## config.mk

```make
export PLATFORM = sky130hd
export DESIGN_NAME = hlf_ctrl
export DESIGN_NICKNAME = d
export VERILOG_FILES = /design/src/hw/rtl/hlf_pkg.sv /design/src/hw/rtl/hlf_ctrl.sv
export SDC_FILE = /design/constraint.sdc
export NUM_CORES = 1
export LEC_CHECK = 0
export ABC_AREA = 1
export BUFFER_PORTS_ARGS = -buffer_cell sky130_fd_sc_hd__buf_4
export CAP_MARGIN = 20
export CORE_ASPECT_RATIO = 1.1
export CORE_MARGIN = 2
export CORE_UTILIZATION = 35
export CTS_BUF_LIST = sky130_fd_sc_hd__clkbuf_4 sky130_fd_sc_hd__clkbuf_8 sky130_fd_sc_hd__clkbuf_16
export CTS_CLUSTER_DIAMETER = 120
export DETAILED_ROUTE_END_ITERATION = 16
export SLEW_MARGIN = 20
export SYNTH_ARGS = -nofsm -noshare
export SYNTH_HDL_FRONTEND = slang
export SYNTH_SLANG_ARGS = --single-unit
```

## constraint.sdc

```tcl
create_clock -name clk -period 10.28 [get_ports clk]
set_input_delay 2.056 -clock clk [delete_from_list [all_inputs] [get_ports clk]]
set_output_delay 2.056 -clock clk [all_outputs]
set_load 0.1 [all_outputs]
```

## src/hw/rtl/hlf_pkg.sv

```systemverilog
`timescale 1ns / 1ps

package hlf_pkg;

    localparam int MAX_WIDTH   = 128;
    localparam int MAX_HEIGHT  = 64;
    localparam int STORE_DEPTH = MAX_WIDTH * MAX_HEIGHT / 8;
    localparam int ADDR_W      = $clog2(STORE_DEPTH);
    localparam int USED_W      = ADDR_W + 1;

    localparam logic [1:0] CMD_DRAW  = 2'd0;
    localparam logic [1:0] CMD_READ  = 2'd1;
    localparam logic [1:0] CMD_WRITE = 2'd2;

    localparam logic [1:0] STATUS_OK      = 2'd0;
    localparam logic [1:0] STATUS_BAD_ROW = 2'd1;
    localparam logic [1:0] STATUS_BAD_COL = 2'd2;
    localparam logic [1:0] STATUS_REVERSE = 2'd3;

    localparam logic REG_ROW_BYTES    = 1'b0;
    localparam logic REG_SCREEN_BYTES = 1'b1;

    localparam logic [4:0]  ROW_BYTES_RESET    = 5'd16;
    localparam logic [10:0] SCREEN_BYTES_RESET = 11'd1024;

    typedef enum logic [3:0] {
        ST_CLEAR,
        ST_IDLE,
        ST_CALC,
        ST_CHECK,
        ST_RD_WAIT,
        ST_HEAD,
        ST_FILL,
        ST_TAIL,
        ST_DONE
    } state_t;

    typedef struct packed {
        logic [4:0]        row_bytes;
        logic [USED_W-1:0] used_bytes;
    } cfg_t;

    typedef struct packed {
        logic              en;
        logic              we;
        logic [ADDR_W-1:0] addr;
        logic [7:0]        wdata;
    } mem_req_t;

    typedef struct packed {
        logic [1:0] status;
        logic [7:0] read_data;
    } res_t;

endpackage

```

## src/hw/rtl/hlf_ctrl.sv

```systemverilog
`timescale 1ns / 1ps

module hlf_ctrl (
    input  logic              clk,
    input  logic              rst_n,
    input  hlf_pkg::cfg_t     cfg,
    input  logic              in_valid,
    output logic              in_ready,
    input  logic [1:0]        command,
    input  logic [6:0]        x_start,
    input  logic [6:0]        x_end,
    input  logic [9:0]        row,
    input  logic [9:0]        byte_addr,
    input  logic [7:0]        write_data,
    output logic              res_valid,
    input  logic              res_ready,
    output hlf_pkg::res_t     res,
    output hlf_pkg::mem_req_t mem_req,
    input  logic [7:0]        mem_rdata
);

    hlf_pkg::state_t state_reg, state_next;
    logic [hlf_pkg::ADDR_W-1:0] clr_reg, clr_next;

    logic [1:0]                 cmd_reg, cmd_next;
    logic [6:0]                 xs_reg, xs_next;
    logic [6:0]                 xe_reg, xe_next;
    logic [9:0]                 row_reg, row_next;
    logic [9:0]                 addr_reg, addr_next;
    logic [7:0]                 wdata_reg, wdata_next;
    logic [15:0]                prod_reg, prod_next;
    logic [14:0]                base_reg, base_next;
    logic [hlf_pkg::ADDR_W-1:0] cur_reg, cur_next;
    logic [hlf_pkg::ADDR_W-1:0] last_reg, last_next;
    logic [7:0]                 head_reg, head_next;
    logic [7:0]                 tail_reg, tail_next;
    logic                       single_reg, single_next;
    logic [1:0]                 status_reg, status_next;
    logic [7:0]                 rd_reg, rd_next;

    logic [hlf_pkg::ADDR_W-1:0] first_addr;
    logic [hlf_pkg::ADDR_W-1:0] last_addr;

    assign first_addr = hlf_pkg::ADDR_W'(base_reg) + hlf_pkg::ADDR_W'(xs_reg[6:3]);
    assign last_addr  = hlf_pkg::ADDR_W'(base_reg) + hlf_pkg::ADDR_W'(xe_reg[6:3]);

    always_ff @(posedge clk or negedge rst_n)
    begin
        if (!rst_n)
        begin
            state_reg <= hlf_pkg::ST_CLEAR;
            clr_reg   <= '0;
        end
        else
        begin
            state_reg <= state_next;
            clr_reg   <= clr_next;
        end
    end

    always_ff @(posedge clk)
    begin
        cmd_reg    <= cmd_next;
        xs_reg     <= xs_next;
        xe_reg     <= xe_next;
        row_reg    <= row_next;
        addr_reg   <= addr_next;
        wdata_reg  <= wdata_next;
        prod_reg   <= prod_next;
        base_reg   <= base_next;
        cur_reg    <= cur_next;
        last_reg   <= last_next;
        head_reg   <= head_next;
        tail_reg   <= tail_next;
        single_reg <= single_next;
        status_reg <= status_next;
        rd_reg     <= rd_next;
    end

    always_comb
    begin
        state_next  = state_reg;
        clr_next    = clr_reg;
        cmd_next    = cmd_reg;
        xs_next     = xs_reg;
        xe_next     = xe_reg;
        row_next    = row_reg;
        addr_next   = addr_reg;
        wdata_next  = wdata_reg;
        prod_next   = prod_reg;
        base_next   = base_reg;
        cur_next    = cur_reg;
        last_next   = last_reg;
        head_next   = head_reg;
        tail_next   = tail_reg;
        single_next = single_reg;
        status_next = status_reg;
        rd_next     = rd_reg;
        in_ready    = 1'b0;
        res_valid   = 1'b0;
        mem_req     = '0;

        unique case (state_reg)
            hlf_pkg::ST_CLEAR:
            begin
                mem_req.en    = 1'b1;
                mem_req.we    = 1'b1;
                mem_req.addr  = clr_reg;
                mem_req.wdata = 8'h00;
                clr_next      = clr_reg + 1'b1;
                if (clr_reg == hlf_pkg::ADDR_W'(hlf_pkg::STORE_DEPTH - 1))
                begin
                    state_next = hlf_pkg::ST_IDLE;
                end
            end
            hlf_pkg::ST_IDLE:
            begin
                in_ready = 1'b1;
                if (in_valid)
                begin
                    cmd_next   = command;
                    xs_next    = x_start;
                    xe_next    = x_end;
                    row_next   = row;
                    addr_next  = byte_addr;
                    wdata_next = write_data;
                    state_next = hlf_pkg::ST_CALC;
                end
            end
            hlf_pkg::ST_CALC:
            begin
                prod_next  = 16'({1'b0, row_reg} + 11'd1) * 16'(cfg.row_bytes);
                base_next  = 15'(row_reg) * 15'(cfg.row_bytes);
                state_next = hlf_pkg::ST_CHECK;
            end
            hlf_pkg::ST_CHECK:
            begin
                status_next = hlf_pkg::STATUS_OK;
                rd_next     = 8'h00;
                state_next  = hlf_pkg::ST_DONE;
                case (cmd_reg)
                    hlf_pkg::CMD_DRAW:
                    begin
                        if (cfg.row_bytes == 5'd0
                            || prod_reg > 16'(cfg.used_bytes))
                        begin
                            status_next = hlf_pkg::STATUS_BAD_ROW;
                        end
                        else if ({1'b0, xs_reg[6:3]} >= cfg.row_bytes
                                 || {1'b0, xe_reg[6:3]} >= cfg.row_bytes)
                        begin
                            status_next = hlf_pkg::STATUS_BAD_COL;
                        end
                        else if (xe_reg < xs_reg)
                        begin
                            status_next = hlf_pkg::STATUS_REVERSE;
                        end
                        else
                        begin
                            mem_req.en   = 1'b1;
                            mem_req.addr = first_addr;
                            cur_next     = first_addr;
                            last_next    = last_addr;
                            single_next  = (first_addr == last_addr);
                            head_next    = 8'hFF >> xs_reg[2:0];
                            tail_next    = 8'hFF << (3'd7 - xe_reg[2:0]);
                            state_next   = hlf_pkg::ST_HEAD;
                        end
                    end
                    hlf_pkg::CMD_READ:
                    begin
                        mem_req.en   = 1'b1;
                        mem_req.addr = hlf_pkg::ADDR_W'(addr_reg);
                        state_next   = hlf_pkg::ST_RD_WAIT;
                    end
                    hlf_pkg::CMD_WRITE:
                    begin
                        mem_req.en    = 1'b1;
                        mem_req.we    = 1'b1;
                        mem_req.addr  = hlf_pkg::ADDR_W'(addr_reg);
                        mem_req.wdata = wdata_reg;
                    end
                    default:
                    begin
                    end
                endcase
            end
            hlf_pkg::ST_RD_WAIT:
            begin
                rd_next    = mem_rdata;
                state_next = hlf_pkg::ST_DONE;
            end
            hlf_pkg::ST_HEAD:
            begin
                mem_req.en   = 1'b1;
                mem_req.we   = 1'b1;
                mem_req.addr = cur_reg;
                if (single_reg)
                begin
                    mem_req.wdata = mem_rdata | (head_reg & tail_reg);
                    state_next    = hlf_pkg::ST_DONE;
                end
                else
                begin
                    mem_req.wdata = mem_rdata | head_reg;
                    cur_next      = cur_reg + 1'b1;
                    state_next    = hlf_pkg::ST_FILL;
                end
            end
            hlf_pkg::ST_FILL:
            begin
                mem_req.en   = 1'b1;
                mem_req.addr = cur_reg;
                if (cur_reg == last_reg)
                begin
                    state_next = hlf_pkg::ST_TAIL;
                end
                else
                begin
                    mem_req.we    = 1'b1;
                    mem_req.wdata = 8'hFF;
                    cur_next      = cur_reg + 1'b1;
                end
            end
            hlf_pkg::ST_TAIL:
            begin
                mem_req.en    = 1'b1;
                mem_req.we    = 1'b1;
                mem_req.addr  = cur_reg;
                mem_req.wdata = mem_rdata | tail_reg;
                state_next    = hlf_pkg::ST_DONE;
            end
            hlf_pkg::ST_DONE:
            begin
                res_valid = 1'b1;
                if (res_ready)
                begin
                    state_next = hlf_pkg::ST_IDLE;
                end
            end
            default:
            begin
                state_next = hlf_pkg::ST_IDLE;
            end
        endcase
    end

    assign res.status    = status_reg;
    assign res.read_data = rd_reg;

endmodule

```

==> metrics, run 1 <==
status=completed; clock skew=0.0116 ns; yosys warns=0; DRC errors left=0; Total GRT Usage=16.5%; VDD IR max=258 uV; number of flip-flops under the largest register name=16; flops & latches, synth=129; Post-Syn Nets=1,297; Worst-Margin Slew=0.849 ns; post-synth cell types=43; Mapped Cells=1,103; Internal=1.60 mW; Reg area=0.00380 mm2; dpl cells=1,548; Initial Util=35.7%; PortBufs=103; worst path required time=8.22 ns; TritonCTS clock tree=done; postcts setup bufs=0; pwr dens=264 mW/mm2; initial antenna violation count=0; GRT overflow=0; Worst-Skew Late Latency=0.43 ns; RSZ-0062 raised after global routing=false; CP bufs+invs=3; ant diodes=0; share of the synthesized area in the top cell type=35.8%; pin count of the biggest net entering global routing=45; grt met1 use=22.0%; combinational power share=51.6%; global route hottest layer=met2; TritonRoute pass-1 iters=5; Setup violations, final=0; synthesized area per cell=8.75 um2; FILL cells=2,654; area grow syn2layout=18.3%; multi-input logic area=0.00497 mm2; met2 usage=27.3%; number of synthesized flops with an enable pin=115; GR Util met3=3.14%; Final HPWL DP=18.3 mm; post-CTS resize count=0; period utilization=65.0%; Chip Width=162 um; crit-path cells=buf_4, clkinv_1, ha_1, nand2_1, nand2_1, nand2_1, nand3_1, nor2_1, nand2_1, nor2_1, nand4_1, nand2_1, nand2_1, nand3_1, buf_4; std cell rows=63; Final Non-Filler Cells=1,580; minimum clock period=6.68 ns; Largest stage delay, worst path=0.42 ns; Ports=104; Final ANT Viol Nets=0; H-tree Lvls=4; Die Area=0.0289 mm2; Leak Pwr=5.59 nW; clock share of power=20.5%; hold_buf cts=0; Reg clk slew, reported paths=0.06 ns; Most common cell on crit path=nand2_1; vias per cell=4.74; Primary FF master, synth=edfxtp_1; Hold Slack=0.506 ns; share of cells above drive strength 1=13.5%; Seq pwr share=27.9%; Setup CP Type=in -> out; register area share after synthesis=39.4%; Final Power=3.01 mW; Async S/R FF share, synth=10.9%; global-route wire length before repair=37.3 mm; Max Clk Rate=150 MHz; clock sinks=129; Slew headroom=43.2%; Fin. Hold Viols=0; final WL=23.0 mm; Sw Ratio=47.0%; Crit Path Max Fanout=13; Core ar.=0.0270 mm2; # Max-Cap Violations=0; Psw=1.42 mW; vias in the first global route=7,337; arrival time at the worst endpoint=4.62 ns; Final GP Congestion=0.864; critical path's top delay family=simple AND/OR/NAND/NOR gates; Hold Path Class=reg -> reg; CP Launch Type=primary input; clock buffer depth=2; Post-Route Setup TNS=0 ns; Synth area leaders=edfxtp_1 (36%), ha_1 (9.9%), fa_1 (9.5%); Slowest-stage cell, CP=ha_1; Vias=7,484; CP endpoint kind=output pin; commonest cells in the synthesized netlist=nand2_1 (241), inv_1 (199), edfxtp_1 (115), nor2_1 (111), ha_1 (76); number of clock buffers inserted by TritonCTS=17; most instantiated library cell after synthesis=nand2_1; Root Driver=clkbuf_16; Layout Nets=1,404; routed wire length per instance=14.6 um; fin. max-slew vios=0; 1st-iter DRT viols=596; Yosys top cell by area=edfxtp_1; die height=178 um; mapped cell area=0.00965 mm2
-- per-stage QoR --
stage          worst slack (ns)  utilization (%)  cell area [um2]
3_5_place_dp               3.68             40.0            10800
4_1_cts                    3.67             42.2            11400
6_report                   3.60             42.2            11400
2_1_floorplan              3.88                -             9650
5_1_grt                    3.37             42.2            11400
3_3_place_gp               3.75             40.0            10800
-- worst paths after layout --
check | startpoint | end | slack [ns] | depth (start not counted)
max in group asynchronous | rst_n | clr_reg[9]$_DFFE_PN0P_ | 8.64 | 1
hold / removal | clr_reg[9]$_DFFE_PN0P_ | clr_reg[9]$_DFFE_PN0P_ | 0.51 | 1
hold reg to reg | clr_reg[9]$_DFFE_PN0P_ | clr_reg[9]$_DFFE_PN0P_ | 0.51 | 1
setup reg to reg | row_reg[0]$_DFFE_PP_ | prod_reg[12]$_DFFE_PP_ | 5.31 | 17
setup / recovery | cfg[13] | mem_req[19] | 3.60 | 15
min in group asynchronous | rst_n | clr_reg[1]$_DFFE_PN0P_ | 1.46 | 1
-- area by class of cell --
| class | count | area share (%) |
|---|---|---|
| Clock buffer | 17 | 3.73 |
| Clock inverter | 15 | 1.52 |
| Inverter | 210 | 6.91 |
| Multi-Input combinational cell | 745 | 43.6 |
| Sequential cell | 129 | 33.3 |
| Tap cell | 357 | 3.91 |
| Timing Repair Buffer | 107 | 7.04 |
-- power by group through the flow --
stage                     clock network [mW]  logic, mW  registers (mW)
after floorplan                            0       1.17           0.868
after global placement                     0       1.53           0.853
after detailed placement                   0       1.55           0.854
after CTS                              0.631       1.57           0.844
after global routing                   0.653       1.75           0.855
final                                  0.618       1.55           0.842
-- layer usage --
metal | vias up | wire length, um
li1 | 3762 | -
met1 | 3514 | 10500
met4 | 0 | 335
met5 | - | 0
met2 | 182 | 11100
met3 | 26 | 1110
-- cells in the final DEF, fill, tap and decap left out, types with 32 or more instances in the layout --
cell	instances
nand2_1	241
inv_1	199
edfxtp_1	115
nor2_1	109
buf_4	107
ha_1	76
nand3_1	62
fa_1	46
xor2_1	41
a21oi_1	37
o21ai_0	32
-- cells by family (layout without fill, tap and decap cells) --
| group | Yosys count | after routing | share of synthesized area [%] |
|---|---|---|---|
| AOI/OAI and AO/OA | 95 | 95 | 5.64 |
| DFF | 129 | 129 | 39.4 |
| xor gates and xnor gates | 63 | 63 | 5.80 |
| adders and majority gates | 122 | 122 | 19.4 |
| buffers and inverters | 229 | 349 | 9.16 |
| and+or+nand+nor | 465 | 465 | 20.6 |
No activity file was read; power rests on OpenSTA's default activity.
==> run 2: changes to the inputs <==
--- a/config.mk
+++ b/config.mk
@@ -5,7 +5,7 @@
 export SDC_FILE = /design/constraint.sdc
 export NUM_CORES = 1
 export LEC_CHECK = 0
-export ABC_AREA = 1
+export ABC_AREA = 0
 export BUFFER_PORTS_ARGS = -buffer_cell sky130_fd_sc_hd__buf_4
 export CAP_MARGIN = 20
 export CORE_ASPECT_RATIO = 1.1
==> constraint.sdc (replaced) <==
create_clock -name clk -period 6.89 [get_ports clk]
set_input_delay 1.378 -clock clk [delete_from_list [all_inputs] [get_ports clk]]
set_output_delay 1.378 -clock clk [all_outputs]
set_load 0.1 [all_outputs]
==> metrics, run 2 <==
Sw Ratio=44.2% (-2.8 points); number of flip-flops under the largest register name=16 (unchanged); Ports=104 (unchanged); worst path required time=5.51 ns (-2.71 ns); share of cells above drive strength 1=16.1% (+2.6 points); TritonRoute pass-1 iters=6 (+1); # Max-Cap Violations=0 (unchanged); worst hold stages=1 (unchanged); Total GRT Usage=15.1% (-1.4 points); post-CTS resize count=0 (unchanged); Post-Syn Nets=1,068 (-18%); worst reg2reg setup slack=1.80 ns (-3.51 ns); critical path's top delay family=compound AO/OA/AOI/OAI gates; Layout Nets=1,163 (-17%); Max Clk Rate=186 MHz; Psw=2.05 mW (+45%); Primary FF master, synth=edfxtp_1; clock skew=0.0130 ns (+0.00138 ns); Yosys top cell by area=edfxtp_1; initial antenna violation count=0 (unchanged); die height=175 um (-1.6%); GRT overflow=0 (unchanged); postcts setup bufs=0 (unchanged); Initial Util=35.7% (about the same); period utilization=78.0%; fin. max-slew vios=0 (unchanged); leading cell types in the layout, fill and taps excluded=edfxtp_1 (115), buf_4 (106), inv_1 (77); 1st-iter DRT viols=437 (-27%); commonest cells in the synthesized netlist=edfxtp_1 (115), inv_1 (77), ha_1 (76), nand2_1 (66), nor2_1 (58); Mapped Cells=874 (-21%); Final ANT Viol Nets=0 (unchanged); vias in the first global route=6,683 (-8.9%); std cell rows=62 (-1.6%); Setup CP Type=in -> out; CP endpoint kind=output pin; Internal=2.58 mW (+62%); register area share after synthesis=40.7% (+1.3 points); routed wire length per instance=15.4 um (+5.5%); Final Power=4.63 mW (+54%); arrival time at the worst endpoint=4.00 ns (-0.62 ns); Crit path depth=9 (-6); share of the synthesized area in the top cell type=37.0% (+1.2 points); RSZ-0062 raised after global routing=false; yosys warns=0 (unchanged); most common cell after layout, fill and taps aside=edfxtp_1; global-route wire length before repair=33.8 mm (-9.4%); flops & latches, synth=129 (unchanged); VDD IR max=289 uV (+12%); Worst-Margin Slew=0.935 ns (+0.0862 ns); crit-path cells=buf_4, clkinv_1, ha_1, nor4_1, a22oi_1, o21bai_1, nand3_2, o31ai_1, buf_4; Slew headroom=37.6% (-5.6 points); mapped cell area=0.00934 mm2 (-3.2%); Root Driver=clkbuf_16; H-tree Lvls=4 (unchanged); Chip Width=160 um (-1.6%); Core ar.=0.0261 mm2 (-3.3%); Final GP Congestion=0.813 (-5.9%); Hold Path Class=reg -> reg; hold_buf cts=0 (unchanged); DRC errors left=0 (unchanged); PortBufs=103 (unchanged); dpl cells=1,302 (-16%); Final HPWL DP=15.9 mm (-13%); Setup violations, final=0 (unchanged); most instantiated library cell after synthesis=edfxtp_1; clock sinks=129 (unchanged); Synth area leaders=edfxtp_1 (37%), ha_1 (10%), fa_1 (9.9%); Vias=6,626 (-11%); CP Launch Type=primary input; number of synthesized flops with an enable pin=115 (unchanged); Fin. Hold Viols=0 (unchanged); Slowest-stage cell, CP=nand3_2; Seq pwr share=28.4% (+0.5 points); Design Area, Final=0.0110 mm2 (-3.5%); Async S/R FF share, synth=10.9% (unchanged); number of clock buffers inserted by TritonCTS=17 (unchanged); Worst-Skew Late Latency=0.42 ns (about the same); Final Util=42.1% (-0.063 points); Most common cell on crit path=buf_4; synthesized area per cell=10.7 um2 (+22%); area grow syn2layout=18.0%; Post-Route Setup TNS=0 ns (unchanged); Die Area=0.0280 mm2 (-3.2%); ant diodes=0 (unchanged); Reg clk slew, reported paths=0.07 ns (about the same); CP bufs+invs=3 (unchanged); combinational power share=51.7% (about the same); clock buffer depth=2 (unchanged); Leak Pwr=4.72 nW (-16%); Reg2Reg Depth=15 (-2); clock share of power=19.9% (-0.6 points); Crit Path Max Fanout=13 (unchanged); status=completed; FILL cells=2,556 (-3.7%); TritonCTS clock tree=done; final WL=20.5 mm (-11%); pin count of the biggest net entering global routing=29 (-36%); placed inst area=0.0104 mm2 (-3.7%); vias per cell=4.97 (+4.9%); Final Non-Filler Cells=1,334 (-16%); pwr dens=420 mW/mm2 (+59%); Largest stage delay, worst path=0.39 ns (-0.03 ns); minimum clock period=5.37 ns; post-synth cell types=64 (+49%)
run 2: final timing paths:
path,to,start
min,clr_reg[9]$_DFFE_PN0P_,clr_reg[9]$_DFFE_PN0P_
min reg2reg,clr_reg[9]$_DFFE_PN0P_,clr_reg[9]$_DFFE_PN0P_
max reg2reg,prod_reg[15]$_DFFE_PP_,row_reg[0]$_DFFE_PP_
max,mem_req[11],cfg[13]
min in group asynchronous,clr_reg[9]$_DFFE_PN0P_,rst_n
max in group asynchronous,clr_reg[1]$_DFFE_PN0P_,rst_n
run 2: power groups by stage:
stage	registers [mW]	logic (mW)	clock network, mW
after floorplan	1.34	1.87	0
after global placement	1.33	2.38	0
after detailed placement	1.33	2.41	0
after CTS	1.31	2.42	0.948
after global routing	1.34	2.67	0.976
final	1.31	2.39	0.921
run 2: cells by family after synthesis:
kind of cell	count (synthesis)	synth area share, %
flip-flops	129	40.7
adder cells (fa/ha/maj)	122	20.1
AO/OA/AOI/OAI	141	10.4
AND/OR/NAND/NOR	287	15.7
buffers and inverters	110	5.09
XOR/XNOR	83	7.79
multiplexers	2	0.228
run 2: layer usage:
layer	routed length [um]	global-route usage, %	up-vias
li1	-	-	3258
met1	9350	19.6	3204
met2	10100	26.0	152
met3	885	3.21	12
met4	157	3.18	0
met5	0	0	-
run 2: area by class of cell:
class                   count  area [um2]  share of cell area [%]
flip-flops and latches    129        3800                    34.5
repair buffers            106         796                    7.22
inverters                  80         300                    2.73
well taps                 352         440                    4.00
clock inverters            14         173                    1.57
clock buffers              18         433                    3.93
multi-input cells         635        5070                    46.0
run 2: per-stage QoR:
stage	setup WS [ns]	hold slack [ns]
2_1_floorplan	0.352	0.464
3_3_place_gp	1.51	0.501
3_5_place_dp	1.44	0.500
4_1_cts	1.53	0.514
5_1_grt	1.28	0.543
6_report	1.52	0.512
